`config.mk`:
```
export PLATFORM = sky130hd
export DESIGN_NAME = rate_disturbance_observer
export DESIGN_NICKNAME = d
export VERILOG_FILES = /design/src/rtl/rdo_pkg.sv /design/src/rtl/rate_disturbance_observer.sv
export SDC_FILE = /design/constraint.sdc
export NUM_CORES = 2
export LEC_CHECK = 0
export BUFFER_PORTS_ARGS = -buffer_cell sky130_fd_sc_hd__buf_4
export CAP_MARGIN = 30
export CORE_ASPECT_RATIO = 1.4
export CORE_MARGIN = 3
export CORE_UTILIZATION = 35
export CTS_CLUSTER_DIAMETER = 100
export DETAILED_ROUTE_END_ITERATION = 7
export GPL_TIMING_DRIVEN = 0
export SLEW_MARGIN = 5
export SYNTH_ARGS = -nofsm -noshare
export SYNTH_HDL_FRONTEND = slang
export SYNTH_SLANG_ARGS = --single-unit
export TNS_END_PERCENT = 100
```
`constraint.sdc`:
```
create_clock -name clk -period 18.3 [get_ports clk]
set_input_delay 0.915 -clock clk [delete_from_list [all_inputs] [get_ports clk]]
set_output_delay 0.915 -clock clk [all_outputs]
set_load 0.005 [all_outputs]
```
`src/rtl/rdo_pkg.sv`:
```
// Package for the rate disturbance observer: widths, microcode types and program.
`timescale 1ns / 1ps

package rdo_pkg;

    localparam int AXES        = 3;
    localparam int AXW         = 2;
    localparam int VW          = 32;          // Q16.16 value width
    localparam int GW          = 24;          // gain width, Q8.16
    localparam int DTW         = 24;          // step time width, Q0.24
    localparam int EW          = 32;          // |meas - rate| fits 32 bits
    localparam int GEW         = 56;          // |g*e|
    localparam int GDTW        = 48;          // g*dt
    localparam int SW          = 59;          // signed rate sum
    localparam int SMW         = 58;          // |rate sum|
    localparam int MAW         = 32;          // multiplier A port
    localparam int MBW         = 24;          // multiplier B port
    localparam int PW          = MAW + MBW;   // product width
    localparam int ACCW        = 105;
    localparam int RATE_SH     = 40;
    localparam int DIST_SH     = 56;
    localparam int RINC_W      = 42;
    localparam int DINC_W      = 49;
    localparam int UPW         = DINC_W + 2;  // estimate update adder width
    localparam int PCW         = 4;
    localparam int IN_TDATA_W  = 6 * VW + DTW;
    localparam int OUT_TDATA_W = 6 * VW;

    typedef enum logic [1:0] {
        REG_GAIN_X = 2'd0,
        REG_GAIN_Y = 2'd1,
        REG_GAIN_Z = 2'd2
    } cfg_reg_t;

    typedef enum logic [3:0] {
        OP_NOP,
        OP_ERR,     // e = meas - rate estimate, as magnitude and sign
        OP_GDT,     // latch g*dt
        OP_GE,      // latch |g*e| and signed g*e
        OP_SUM,     // s = (u + d) << 16 + 2*g*e
        OP_ABS,     // |s| and sign
        OP_RATE,    // round, apply and saturate rate increment
        OP_DIST,    // round, apply and saturate disturbance increment
        OP_CLR      // zero all estimates
    } op_t;

    typedef enum logic [2:0] {
        A_E,
        A_S_LO,
        A_S_HI,
        A_GE_LO,
        A_GE_HI,
        A_G
    } a_sel_t;

    typedef enum logic [1:0] {
        B_G,
        B_DT,
        B_GDT_LO,
        B_GDT_HI
    } b_sel_t;

    typedef enum logic [1:0] {
        SH_0,
        SH_24,
        SH_32,
        SH_56
    } sh_t;

    typedef enum logic [1:0] {
        INIT_ACC,     // accumulate onto acc
        INIT_ZERO,    // start from zero
        INIT_HALF40,  // start from the rounding half for the rate shift
        INIT_HALF56   // start from the rounding half for the disturbance shift
    } init_t;

    typedef enum logic [1:0] {
        SEQ_NEXT,
        SEQ_LOOP,     // next axis, or on to the result step
        SEQ_DONE      // hand result to the output register, then idle
    } seq_t;

    typedef struct packed {
        op_t    op;
        logic   mul;
        a_sel_t a;
        b_sel_t b;
        sh_t    sh;
        init_t  init;
        seq_t   seq;
    } uword_t;

    localparam logic [PCW-1:0] ADDR_AXIS = 4'd0;
    localparam logic [PCW-1:0] ADDR_CLR  = 4'd12;
    localparam logic [PCW-1:0] ADDR_DONE = 4'd13;

    function automatic uword_t mk(input op_t op, input logic mul, input a_sel_t a,
                                  input b_sel_t b, input sh_t sh, input init_t init,
                                  input seq_t seq);
        uword_t w;
        w = '{op: op, mul: mul, a: a, b: b, sh: sh, init: init, seq: seq};
        return w;
    endfunction

    // Control store: steps 0..11 run one axis, 12 clears, 13 delivers.
    function automatic uword_t ucode(input logic [PCW-1:0] pc);
        uword_t w;
        unique case (pc)
            4'd0:  w = mk(OP_ERR,  1'b1, A_G,     B_DT,     SH_0,  INIT_ZERO,   SEQ_NEXT);
            4'd1:  w = mk(OP_GDT,  1'b1, A_E,     B_G,      SH_0,  INIT_ZERO,   SEQ_NEXT);
            4'd2:  w = mk(OP_GE,   1'b0, A_E,     B_G,      SH_0,  INIT_ACC,    SEQ_NEXT);
            4'd3:  w = mk(OP_SUM,  1'b0, A_E,     B_G,      SH_0,  INIT_ACC,    SEQ_NEXT);
            4'd4:  w = mk(OP_ABS,  1'b0, A_E,     B_G,      SH_0,  INIT_ACC,    SEQ_NEXT);
            4'd5:  w = mk(OP_NOP,  1'b1, A_S_LO,  B_DT,     SH_0,  INIT_HALF40, SEQ_NEXT);
            4'd6:  w = mk(OP_NOP,  1'b1, A_S_HI,  B_DT,     SH_32, INIT_ACC,    SEQ_NEXT);
            4'd7:  w = mk(OP_RATE, 1'b1, A_GE_LO, B_GDT_LO, SH_0,  INIT_HALF56, SEQ_NEXT);
            4'd8:  w = mk(OP_NOP,  1'b1, A_GE_LO, B_GDT_HI, SH_24, INIT_ACC,    SEQ_NEXT);
            4'd9:  w = mk(OP_NOP,  1'b1, A_GE_HI, B_GDT_LO, SH_32, INIT_ACC,    SEQ_NEXT);
            4'd10: w = mk(OP_NOP,  1'b1, A_GE_HI, B_GDT_HI, SH_56, INIT_ACC,    SEQ_NEXT);
            4'd11: w = mk(OP_DIST, 1'b0, A_E,     B_G,      SH_0,  INIT_ACC,    SEQ_LOOP);
            4'd12: w = mk(OP_CLR,  1'b0, A_E,     B_G,      SH_0,  INIT_ACC,    SEQ_NEXT);
            default: w = mk(OP_NOP, 1'b0, A_E,    B_G,      SH_0,  INIT_ACC,    SEQ_DONE);
        endcase
        return w;
    endfunction

endpackage

```
`src/rtl/rate_disturbance_observer.sv`:
```
// Three-axis extended state observer run by a microcoded multiply-accumulate datapath.
`timescale 1ns / 1ps
// An update result, or a clear result, is loaded into the m_axis register once its
//   program has run and no older result is unclaimed; one item is in work at a time.
// Updates are paced by the single shared 32x24 multiplier: eight partial products
//   per axis, twelve control steps per axis.
// Reset (rst_n low, asynchronous): estimates and gains zero, sequencer idle, no result.

module rate_disturbance_observer
    import rdo_pkg::*;
(
    input  logic                   clk,
    input  logic                   rst_n,
    // input stream
    input  logic                   s_axis_tvalid,
    output logic                   s_axis_tready,
    // tdata: meas_rate_x, meas_rate_y, meas_rate_z, drive_x, drive_y, drive_z, step_time
    input  logic [IN_TDATA_W-1:0]  s_axis_tdata,
    // tuser: cmd
    input  logic                   s_axis_tuser,
    // result stream
    output logic                   m_axis_tvalid,
    input  logic                   m_axis_tready,
    // tdata: est_rate_x, est_rate_y, est_rate_z, est_dist_x, est_dist_y, est_dist_z
    output logic [OUT_TDATA_W-1:0] m_axis_tdata,
    // configuration writes
    input  logic                   cfg_valid,
    output logic                   cfg_ready,
    input  logic [1:0]             cfg_index,
    input  logic [GW-1:0]          cfg_data
);

    // ------------------------------------------------------------------
    // Sequencer state
    // ------------------------------------------------------------------
    logic [PCW-1:0] pc_reg, pc_next;
    logic [AXW-1:0] axis_reg, axis_next;
    logic           busy_reg, busy_next;
    logic           m_valid_reg, m_valid_next;
    logic           out_load;
    logic           in_accept;
    logic           out_free;
    uword_t         uw;

    // Architectural state and configuration
    logic [GW-1:0]  gain_reg      [AXES];
    logic [VW-1:0]  rate_est_reg  [AXES];
    logic [VW-1:0]  dist_est_reg  [AXES];

    // Latched sample (payload, no reset)
    logic [VW-1:0]  meas_reg      [AXES];
    logic [VW-1:0]  drive_reg     [AXES];
    logic [DTW-1:0] dt_reg;

    // Datapath working registers (payload, no reset)
    logic [EW-1:0]   e_mag_reg;
    logic            e_neg_reg;
    logic [GDTW-1:0] gdt_reg;
    logic [GEW-1:0]  ge_mag_reg;
    logic [GEW:0]    ge_s_reg;      // signed g*e, two's complement
    logic [SW-1:0]   s_reg;         // signed rate sum
    logic [SMW-1:0]  s_mag_reg;
    logic            s_neg_reg;
    logic [ACCW-1:0] acc_reg, acc_next;
    logic [OUT_TDATA_W-1:0] out_data_reg;

    // Per-axis operands of the current step
    logic [GW-1:0]  g_cur;
    logic [VW-1:0]  r_cur, d_cur, meas_cur, u_cur;

    // Multiplier and accumulator
    logic [MAW-1:0]  mul_a;
    logic [MBW-1:0]  mul_b;
    logic [PW-1:0]   prod;
    logic [ACCW-1:0] addend, acc_base;

    // Error, sum and estimate update logic
    logic [VW:0]     diff_p, diff_n;
    logic [SW-1:0]   ud_ext, s_calc, s_negated;
    logic [GEW:0]    ge_pos;
    logic [DINC_W-1:0] inc_mag;
    logic            inc_neg;
    logic [VW-1:0]   old_val;
    logic [UPW-1:0]  upd_sum;
    logic [VW-1:0]   upd_val;

    function automatic logic [VW-1:0] sat32(input logic [UPW-1:0] x);
        logic hi_ovf;
        logic lo_ovf;
        logic [VW-1:0] y;
        hi_ovf = !x[UPW-1] && (|x[UPW-2:VW-1]);
        lo_ovf = x[UPW-1] && !(&x[UPW-2:VW-1]);
        priority if (hi_ovf) y = {1'b0, {(VW-1){1'b1}}};
        else if (lo_ovf)     y = {1'b1, {(VW-1){1'b0}}};
        else                 y = x[VW-1:0];
        return y;
    endfunction

    // ------------------------------------------------------------------
    // Handshakes
    // ------------------------------------------------------------------
    assign s_axis_tready = !busy_reg;
    assign in_accept     = s_axis_tvalid && s_axis_tready;
    assign out_free      = !m_valid_reg || m_axis_tready;
    assign m_axis_tvalid = m_valid_reg;
    assign m_axis_tdata  = out_data_reg;
    assign cfg_ready     = 1'b1;   // gains written only while idle (user; not enforced)

    assign uw = ucode(pc_reg);

    assign g_cur    = gain_reg[axis_reg];
    assign r_cur    = rate_est_reg[axis_reg];
    assign d_cur    = dist_est_reg[axis_reg];
    assign meas_cur = meas_reg[axis_reg];
    assign u_cur    = drive_reg[axis_reg];

    // ------------------------------------------------------------------
    // Step counter, axis loop and result handoff
    // ------------------------------------------------------------------
    always_comb
    begin
        pc_next      = pc_reg;
        axis_next    = axis_reg;
        busy_next    = busy_reg;
        m_valid_next = m_valid_reg && !m_axis_tready;
        out_load     = 1'b0;
        if (in_accept)
        begin
            // a clear command skips the axis program
            pc_next   = s_axis_tuser ? ADDR_CLR : ADDR_AXIS;
            axis_next = '0;
            busy_next = 1'b1;
        end
        else if (busy_reg)
        begin
            unique case (uw.seq)
                SEQ_NEXT: pc_next = PCW'(pc_reg + 1'b1);
                SEQ_LOOP:
                begin
                    if (axis_reg == AXW'(AXES - 1))
                    begin
                        pc_next = ADDR_DONE;
                    end
                    else
                    begin
                        axis_next = AXW'(axis_reg + 1'b1);
                        pc_next   = ADDR_AXIS;
                    end
                end
                SEQ_DONE:
                begin
                    // wait here while an older result is still unclaimed
                    if (out_free)
                    begin
                        out_load     = 1'b1;
                        busy_next    = 1'b0;
                        m_valid_next = 1'b1;
                    end
                end
                default: pc_next = ADDR_DONE;
            endcase
        end
    end

    // ------------------------------------------------------------------
    // Shared 32x24 multiplier feeding a shift-and-add accumulator.
    // Wide operands are taken apart into limbs; the control word picks the
    // limbs, the weight of the partial product and the start value. Starting
    // from a half LSB of the final shift makes the later cut a rounding.
    // ------------------------------------------------------------------
    always_comb
    begin
        unique case (uw.a)
            A_E:     mul_a = e_mag_reg;
            A_S_LO:  mul_a = s_mag_reg[MAW-1:0];
            A_S_HI:  mul_a = MAW'(s_mag_reg[SMW-1:MAW]);
            A_GE_LO: mul_a = ge_mag_reg[MAW-1:0];
            A_GE_HI: mul_a = MAW'(ge_mag_reg[GEW-1:MAW]);
            A_G:     mul_a = MAW'(g_cur);
            default: mul_a = '0;
        endcase
        unique case (uw.b)
            B_G:      mul_b = g_cur;
            B_DT:     mul_b = dt_reg;
            B_GDT_LO: mul_b = gdt_reg[MBW-1:0];
            B_GDT_HI: mul_b = gdt_reg[GDTW-1:MBW];
            default:  mul_b = '0;
        endcase
    end

    assign prod = PW'(mul_a) * PW'(mul_b);

    always_comb
    begin
        unique case (uw.sh)
            SH_0:    addend = ACCW'(prod);
            SH_24:   addend = ACCW'(prod) << MBW;
            SH_32:   addend = ACCW'(prod) << MAW;
            SH_56:   addend = ACCW'(prod) << (MAW + MBW);
            default: addend = '0;
        endcase
        unique case (uw.init)
            INIT_ACC:    acc_base = acc_reg;
            INIT_ZERO:   acc_base = '0;
            INIT_HALF40: acc_base = ACCW'(1) << (RATE_SH - 1);
            INIT_HALF56: acc_base = ACCW'(1) << (DIST_SH - 1);
            default:     acc_base = '0;
        endcase
        acc_next = acc_base + addend;
    end

    // ------------------------------------------------------------------
    // Error, rate sum and estimate update
    // ------------------------------------------------------------------
    // both differences side by side; the sign picks the magnitude
    assign diff_p = {meas_cur[VW-1], meas_cur} - {r_cur[VW-1], r_cur};
    assign diff_n = {r_cur[VW-1], r_cur} - {meas_cur[VW-1], meas_cur};

    assign ge_pos = {1'b0, acc_reg[GEW-1:0]};

    // s = (u + d) * 2^16 + 2*g*e, exact
    assign ud_ext    = SW'($signed(u_cur)) + SW'($signed(d_cur));
    assign s_calc    = (ud_ext << 16) + {ge_s_reg[GEW], ge_s_reg, 1'b0};
    assign s_negated = SW'(0) - s_reg;

    // rounded increment magnitude comes straight out of the accumulator
    always_comb
    begin
        if (uw.op == OP_DIST)
        begin
            inc_mag = acc_reg[DIST_SH +: DINC_W];
            inc_neg = e_neg_reg;
            old_val = d_cur;
        end
        else
        begin
            inc_mag = DINC_W'(acc_reg[RATE_SH +: RINC_W]);
            inc_neg = s_neg_reg;
            old_val = r_cur;
        end
    end

    // old + (neg ? -q : q) as one add with carry in
    assign upd_sum = UPW'($signed(old_val))
                   + (inc_neg ? ~{2'b00, inc_mag} : {2'b00, inc_mag})
                   + UPW'(inc_neg);
    assign upd_val = sat32(upd_sum);

    // ------------------------------------------------------------------
    // Control state, gains and estimates
    // ------------------------------------------------------------------
    always_ff @(posedge clk or negedge rst_n)
    begin
        if (!rst_n)
        begin
            pc_reg      <= ADDR_DONE;
            axis_reg    <= '0;
            busy_reg    <= 1'b0;
            m_valid_reg <= 1'b0;
            for (int i = 0; i < AXES; i++)
            begin
                gain_reg[i]     <= '0;
                rate_est_reg[i] <= '0;
                dist_est_reg[i] <= '0;
            end
        end
        else
        begin
            pc_reg      <= pc_next;
            axis_reg    <= axis_next;
            busy_reg    <= busy_next;
            m_valid_reg <= m_valid_next;

            if (cfg_valid && cfg_ready)
            begin
                // index beyond gain_z is dropped
                case (cfg_index)
                    REG_GAIN_X: gain_reg[0] <= cfg_data;
                    REG_GAIN_Y: gain_reg[1] <= cfg_data;
                    REG_GAIN_Z: gain_reg[2] <= cfg_data;
                    default: ;
                endcase
            end

            if (busy_reg)
            begin
                unique case (uw.op)
                    OP_RATE: rate_est_reg[axis_reg] <= upd_val;
                    OP_DIST: dist_est_reg[axis_reg] <= upd_val;
                    OP_CLR:
                    begin
                        for (int i = 0; i < AXES; i++)
                        begin
                            rate_est_reg[i] <= '0;
                            dist_est_reg[i] <= '0;
                        end
                    end
                    default: ;
                endcase
            end
        end
    end

    // ------------------------------------------------------------------
    // Payload: sample latch, datapath registers, result register
    // ------------------------------------------------------------------
    always_ff @(posedge clk)
    begin
        if (in_accept)
        begin
            for (int i = 0; i < AXES; i++)
            begin
                meas_reg[i]  <= s_axis_tdata[i*VW +: VW];
                drive_reg[i] <= s_axis_tdata[(AXES + i)*VW +: VW];
            end
            dt_reg <= s_axis_tdata[2*AXES*VW +: DTW];
        end

        if (busy_reg)
        begin
            if (uw.mul)
            begin
                acc_reg <= acc_next;
            end
            unique case (uw.op)
                OP_ERR:
                begin
                    e_neg_reg <= diff_p[VW];
                    e_mag_reg <= diff_p[VW] ? diff_n[EW-1:0] : diff_p[EW-1:0];
                end
                OP_GDT: gdt_reg <= acc_reg[GDTW-1:0];
                OP_GE:
                begin
                    ge_mag_reg <= acc_reg[GEW-1:0];
                    ge_s_reg   <= e_neg_reg ? (GEW+1)'(0) - ge_pos : ge_pos;
                end
                OP_SUM: s_reg <= s_calc;
                OP_ABS:
                begin
                    s_neg_reg <= s_reg[SW-1];
                    s_mag_reg <= s_reg[SW-1] ? s_negated[SMW-1:0] : s_reg[SMW-1:0];
                end
                default: ;
            endcase
        end

        if (out_load)
        begin
            for (int i = 0; i < AXES; i++)
            begin
                out_data_reg[i*VW +: VW]          <= rate_est_reg[i];
                out_data_reg[(AXES + i)*VW +: VW] <= dist_est_reg[i];
            end
        end
    end

endmodule

```
**Yosys cells after proc, flatten, opt, wreduce, memory -nomap -nowiden**

Memory sizes are Yosys's and may differ from the RTL's.
Index checks and enable logic that the tools add are counted.

- Word-level logic and storage cells: 160
- Input bits: 248
- ROM bits: 256
- Memories kept: 3
- Memory bits (writable): 192
- Register bits after elaboration: 905

- Mux-type cells: 51
- Add/subtract/negate cells: 11
- Equality and inequality tests: 29
- Bitwise logic cells: 2
- Magnitude comparators: 2
- Multiply operators: 1
- Reductions and logical operators: 36

Memories:

| memory | words | bits a word | read ports | clocked after memory_dff | write ports | line | text |
|---|---|---|---|---|---|---|---|
| (name not given) | 16 | 16 | 1 | 0 | 0 | rdo_pkg.sv:108 | `unique case (pc)` |
| drive_reg | 3 | 32 | 1 | 0 | 3 | rate_disturbance_observer.sv:52 | `logic [VW-1:0] drive_reg [AXES];` |
| meas_reg | 3 | 32 | 1 | 0 | 3 | rate_disturbance_observer.sv:51 | `logic [VW-1:0] meas_reg [AXES];` |

Operators with widths:

| operator | number |
|---|---|
| one-hot mux 105 bit (4 select lines) | 2 |
| one-hot mux 96 bit (2 select lines) | 2 |
| 2-to-1 mux 32 bit | 9 |
| bitwise mux 96 bit | 2 |
| one-hot mux 32 bit (6 select lines) | 1 |
| binary-select mux 32 bit (select 2 bit) | 2 |
| adder 105 bit | 1 |
| one-hot mux 24 bit (4 select lines) | 1 |
| demux 32 bit (select 2 bit) | 1 |
| adder 49 x 58 -> 59 bit | 1 |
| 2-to-1 mux 58 bit | 1 |
| subtractor 1 x 58 -> 58 bit, first input constant | 1 |
| subtractor 1 x 56 -> 57 bit, first input constant | 1 |
| multiplier 32 x 24 -> 56 bit | 1 |
| 2-to-1 mux 56 bit | 1 |
| adder 51 x 1 -> 51 bit | 1 |
| adder 51 bit | 1 |
| 2-to-1 mux 51 bit | 1 |
| inverter 49 -> 51 bit | 1 |
| 2-to-1 mux 49 bit | 1 |
| binary-select mux 24 bit (select 2 bit) | 1 |
| 2-to-1 mux 24 bit | 2 |
| adder 32 x 32 -> 33 bit | 1 |
| subtractor 32 x 32 -> 33 bit | 1 |
| other kinds (30) | 95 |

**Logic depth before layout (Yosys ltp)**

- Depth in word-level cells: 14
- Gate-level depth with buffers: 54

**Worst setup path before layout**

No wires, ideal clock.

- Path kind: flip-flop to flip-flop
- Start point: register pc_reg[0]
- End point: register ge_mag_reg[0] (enable)
- Arrival: 12.491 ns
- Stages on the path, launching flop included: 7
- Setup slack: 4.950 ns
- Data required time: 17.442 ns
- Buffers on the path: 1
- Path through: dfstp_2 clkbuf_1 inv_1 ha_1 mux2i_1 a21bo_2 nor4_1

- Longest elaborated chain between the ends: 3

RTL lines:

| element | line | text |
|---|---|---|
| start, declared | rate_disturbance_observer.sv:36 | `logic [PCW-1:0] pc_reg, pc_next;` |
| start signal, assigned | rate_disturbance_observer.sv:269 | `pc_reg <= pc_next;` |
| memory (16 x 16 bit) | - |  |
| == test 4 x 2 -> 1 bit | rate_disturbance_observer.sv:325 | `unique case (uw.op)` |
| AND reduction 2 bit (no source line) | - |  |
| end signal, assigned | rate_disturbance_observer.sv:334 | `ge_mag_reg <= acc_reg[GEW-1:0];` |
| end, declared | rate_disturbance_observer.sv:59 | `logic [GEW-1:0] ge_mag_reg;` |

Every way passes these cells.
A chain may end at the register's enable or synchronous reset.

**Worst setup path in the final report**

- Start point: register pc_reg[0]
- End point: register acc_reg[101] (data pin)

- Longest elaborated chain between the ends: 6

RTL lines:

| element | line | text |
|---|---|---|
| memory (16 x 16 bit) (*) | - |  |
| == test 3 bit, or another cell as far along | rate_disturbance_observer.sv:173 | `unique case (uw.a)` |
| one-hot mux 32 bit (6 select lines) or one-hot mux 24 bit (4 select lines) (tied branches) | rate_disturbance_observer.sv:173, rate_disturbance_observer.sv:182 |  |
| multiplier 32 x 24 -> 56 bit | rate_disturbance_observer.sv:191 | `assign prod = PW'(mul_a) * PW'(mul_b);` |
| one-hot mux 105 bit (4 select lines) | rate_disturbance_observer.sv:195 | `unique case (uw.sh)` |
| adder 105 bit (*) | rate_disturbance_observer.sv:209 | `acc_next = acc_base + addend;` |
| net acc_next[101] | rate_disturbance_observer.sv:64 | `logic [ACCW-1:0] acc_reg, acc_next;` |
| end signal, assigned | rate_disturbance_observer.sv:323 | `acc_reg <= acc_next;` |
| end, declared | rate_disturbance_observer.sv:64 |  |

The timed path passes the listed nets; every way through them passes the cells marked *.

==> impl_metrics.ini <==
[detailed_routing]
drt_iter0_markers = 6168
drc = 0
drt-total-wl_microns = 360000
routed_via_density = 5.50
via_count = 71700
drtAntennaViolNets = 0
wl_per_cell_microns = 27.7
dr.pass1.iters = 6

[sta]
finalSetupViolations = 0
setup_ws_ps = 531
drv_slew = 0
grt_setup_unrepaired = false
fmax_ghz = 0.0563
fin_skew_ps = 131
finalCriticalPeriod_ps = 17770
finalHoldViolations = 0
tns_ps = 0
slew-limit-headroom = 0.266
tightest_slew_ps = 1100
finalCritPeriodShare = 0.971

[setup_path]
crit_start = pc_reg[0]
r2r_start = pc_reg[0]
worst_setup_path_end_kind = flip-flop
cpMostUsedCell = inv_1
start_kind = flip-flop
critical_path_peak_fanout = 10
criticalPathCategory = flip-flop to flip-flop
cp_slowest_stage_delay_ps = 760
cp_slowest_cell = a211oi_1
crit_required_ps = 18730
arrival_ps = 18200

[final_layout]
synthToLayoutAreaGrowth_pct = 15.7
multiInputGateArea_sq_um = 50500
fin_cells = 13000
drive_gt1_frac = 0.104
design_area_sq_um = 101000
fin_nets = 11100
largest_reg_flops = 192
n_fill_cell = 24200
seq_area_sq_um = 31500

[synth]
synth_edf_count = 822
yosys_warnings = 0
netlist_area_sq_um = 86900
yosysTopAreaCellShare = 0.284
syn_nets = 10300
syn_area_per_cell_sq_um = 9.73
yosysSeqAreaShare = 0.362
ys_seq_elements = 1094
synth_largest_area_cell = edfxtp_1
synth_ff_type = edfxtp_1
synthDistinctLibCells = 88
synthCells = 8931
async_reset_ff_frac = 0.249
synthTopCellsByArea = edfxtp_1, fa_1, dfrtp_1, ha_1, nand2_1

[placement]
post_dp_cell_area_sq_um = 96300
gp_congestion = 1.04
numPlacedInstances = 12800
portBuffers = 441
dp_hpwl_microns = 299000
dp_slack_ps = 373

[clock_network]
hold_buffers = 0
cts.path.max_buffers = 3
tritoncts = done
h-tree-depth = 3
cts-root-buf = clkbuf_16
cts.sinks = 1094
path_clk_slew_ps = 60
cts_buffers = 116
insertion_delay_ps = 810

[global_routing]
antenna_found_initial = 18
grt_max_degree = 104
overflow = 0
grt_pass1_wl_microns = 514000
grt_usage = 0.279
grt_pass1_vias = 73300

[floorplan]
initial_core_util = 0.353
dieArea_sq_um = 254000
num_rows = 215
die_h_microns = 596
core_area_sq_um = 246000
ios = 443
fp.dieW_microns = 427

[run_status]
status = completed

[job]
cap_violations = 0

[worst_hold_path]
holdCritPathClass = input port to asynchronous set/reset pin
[worst paths after layout]
kind | to | slack [ps] | depth (start not counted)
max in group asynchronous | rate_est_reg[62] | 16680 | 3
min reg2reg | s_reg[9] | 420 | 0
min in group clk | meas_reg[2][17] | 300 | 1
max reg2reg | acc_reg[101] | 530 | 54
max | acc_reg[101] | 530 | 54
min | dist_est_reg[2] | 100 | 1
[final cells by class]
class / instances / area share
diodes: 9 / 0.000224
plain buffers: 434 / 0.0163
repair buffers: 609 / 0.0515
well taps: 3255 / 0.0405
clock inverters: 70 / 0.00887
flip-flops and latches: 1094 / 0.313
multi-input cells: 6448 / 0.502
inverters: 955 / 0.0357
clock buffers: 151 / 0.0317
[metrics by stage]
stage                     hold WS [ps]  utilization
final                              102        0.408
after floorplan                    400            -
after detailed placement           406        0.391
after global placement             402        0.383
after CTS                         89.6        0.408
after global routing               128        0.408
[synthesized netlist by cell type (15+ instances only)]
cell type  instances
o22ai_1           34
mux2i_1          246
o211ai_1          25
o31ai_1           60
a21o_1           196
nor4_1            15
or4_1             27
nor2_1           740
edfxtp_1         822
ha_1             484
inv_1            953
clkbuf_1         407
a2111oi_0         26
nand3_1           80
xor2_1           143
xnor2_1          303
and2_1           109
or2_2             17
or3_1             37
o21ai_0          570
a22oi_1           28
a31oi_1           51
o21bai_1          64
mux2_2           118
nor3_1            64
a2111o_1          17
dfrtp_1          269
nor2b_1          158
nand2b_1          50
o21a_1            74
nand2_1         1197
a21oi_1          456
fa_1             664
o41ai_1           20
nand4_1           78
a211oi_1          49
and3_1            44
buf_1             26
[metal layers]
layer,part of all wire,track usage
met5,0.000036,0
met4,0.092,0.207
met1,0.37,0.323
met2,0.48,0.468
met3,0.063,0.0392
[layout by cell type, fill, tap and decap left out, types with 28 or more instances in the layout]
cell type,synthesis,final
a31oi_1,51,51
and3_1,44,44
o21ai_0,570,558
o21a_1,74,74
inv_1,953,953
nor2_1,740,737
o21bai_1,64,64
o31ai_1,60,59
edfxtp_1,822,822
nand2b_1,50,50
a22oi_1,28,28
buf_6,0,32
a21oi_1,456,453
or3_1,37,37
nor3_1,64,63
xnor2_1,303,301
o22ai_1,34,34
mux2_2,118,118
fa_1,664,664
mux2i_1,246,243
ha_1,484,484
buf_4,1,498
nor2b_1,158,157
xor2_1,143,143
clkbuf_16,0,117
dfrtp_1,269,269
nand3_1,80,80
a21o_1,196,196
nand2_1,1197,1197
clkbuf_1,407,427
and2_1,109,109
nand4_1,78,78
buf_2,0,31
a211oi_1,49,46
[cells by family (layout without fill, tap and decap cells)]
family / after synthesis / in the layout / share of synthesized area
AO/OA/AOI/OAI: 1823 / 1823 / 0.131
XOR/XNOR: 446 / 446 / 0.0449
adder cells (fa/ha/maj): 1148 / 1148 / 0.223
buffers and inverters: 1389 / 2219 / 0.0600
flip-flops: 1094 / 1094 / 0.362
multiplexers: 364 / 364 / 0.0436
other: 1 / 10 / 0.0000431
AND/OR/NAND/NOR: 2666 / 2666 / 0.136
[critical path, delay by kind of cell, from the launching register on]
kind,cells,cell delay (ps)
xor+xnor,2,750
simple gates,6,820
flops,1,540
fa+ha+maj,10,4700
buf+inv,14,3090
compound gates,22,7460
[repair_timing]
item                                    in CTS  in global routing
gates resized for setup                      0                  5
endpoints found under the setup margin       0                  8
setup buffers                                0                  0
Power is not shown: default switching activity piles up to over one toggle a cycle in this logic, so the estimate is an artifact.
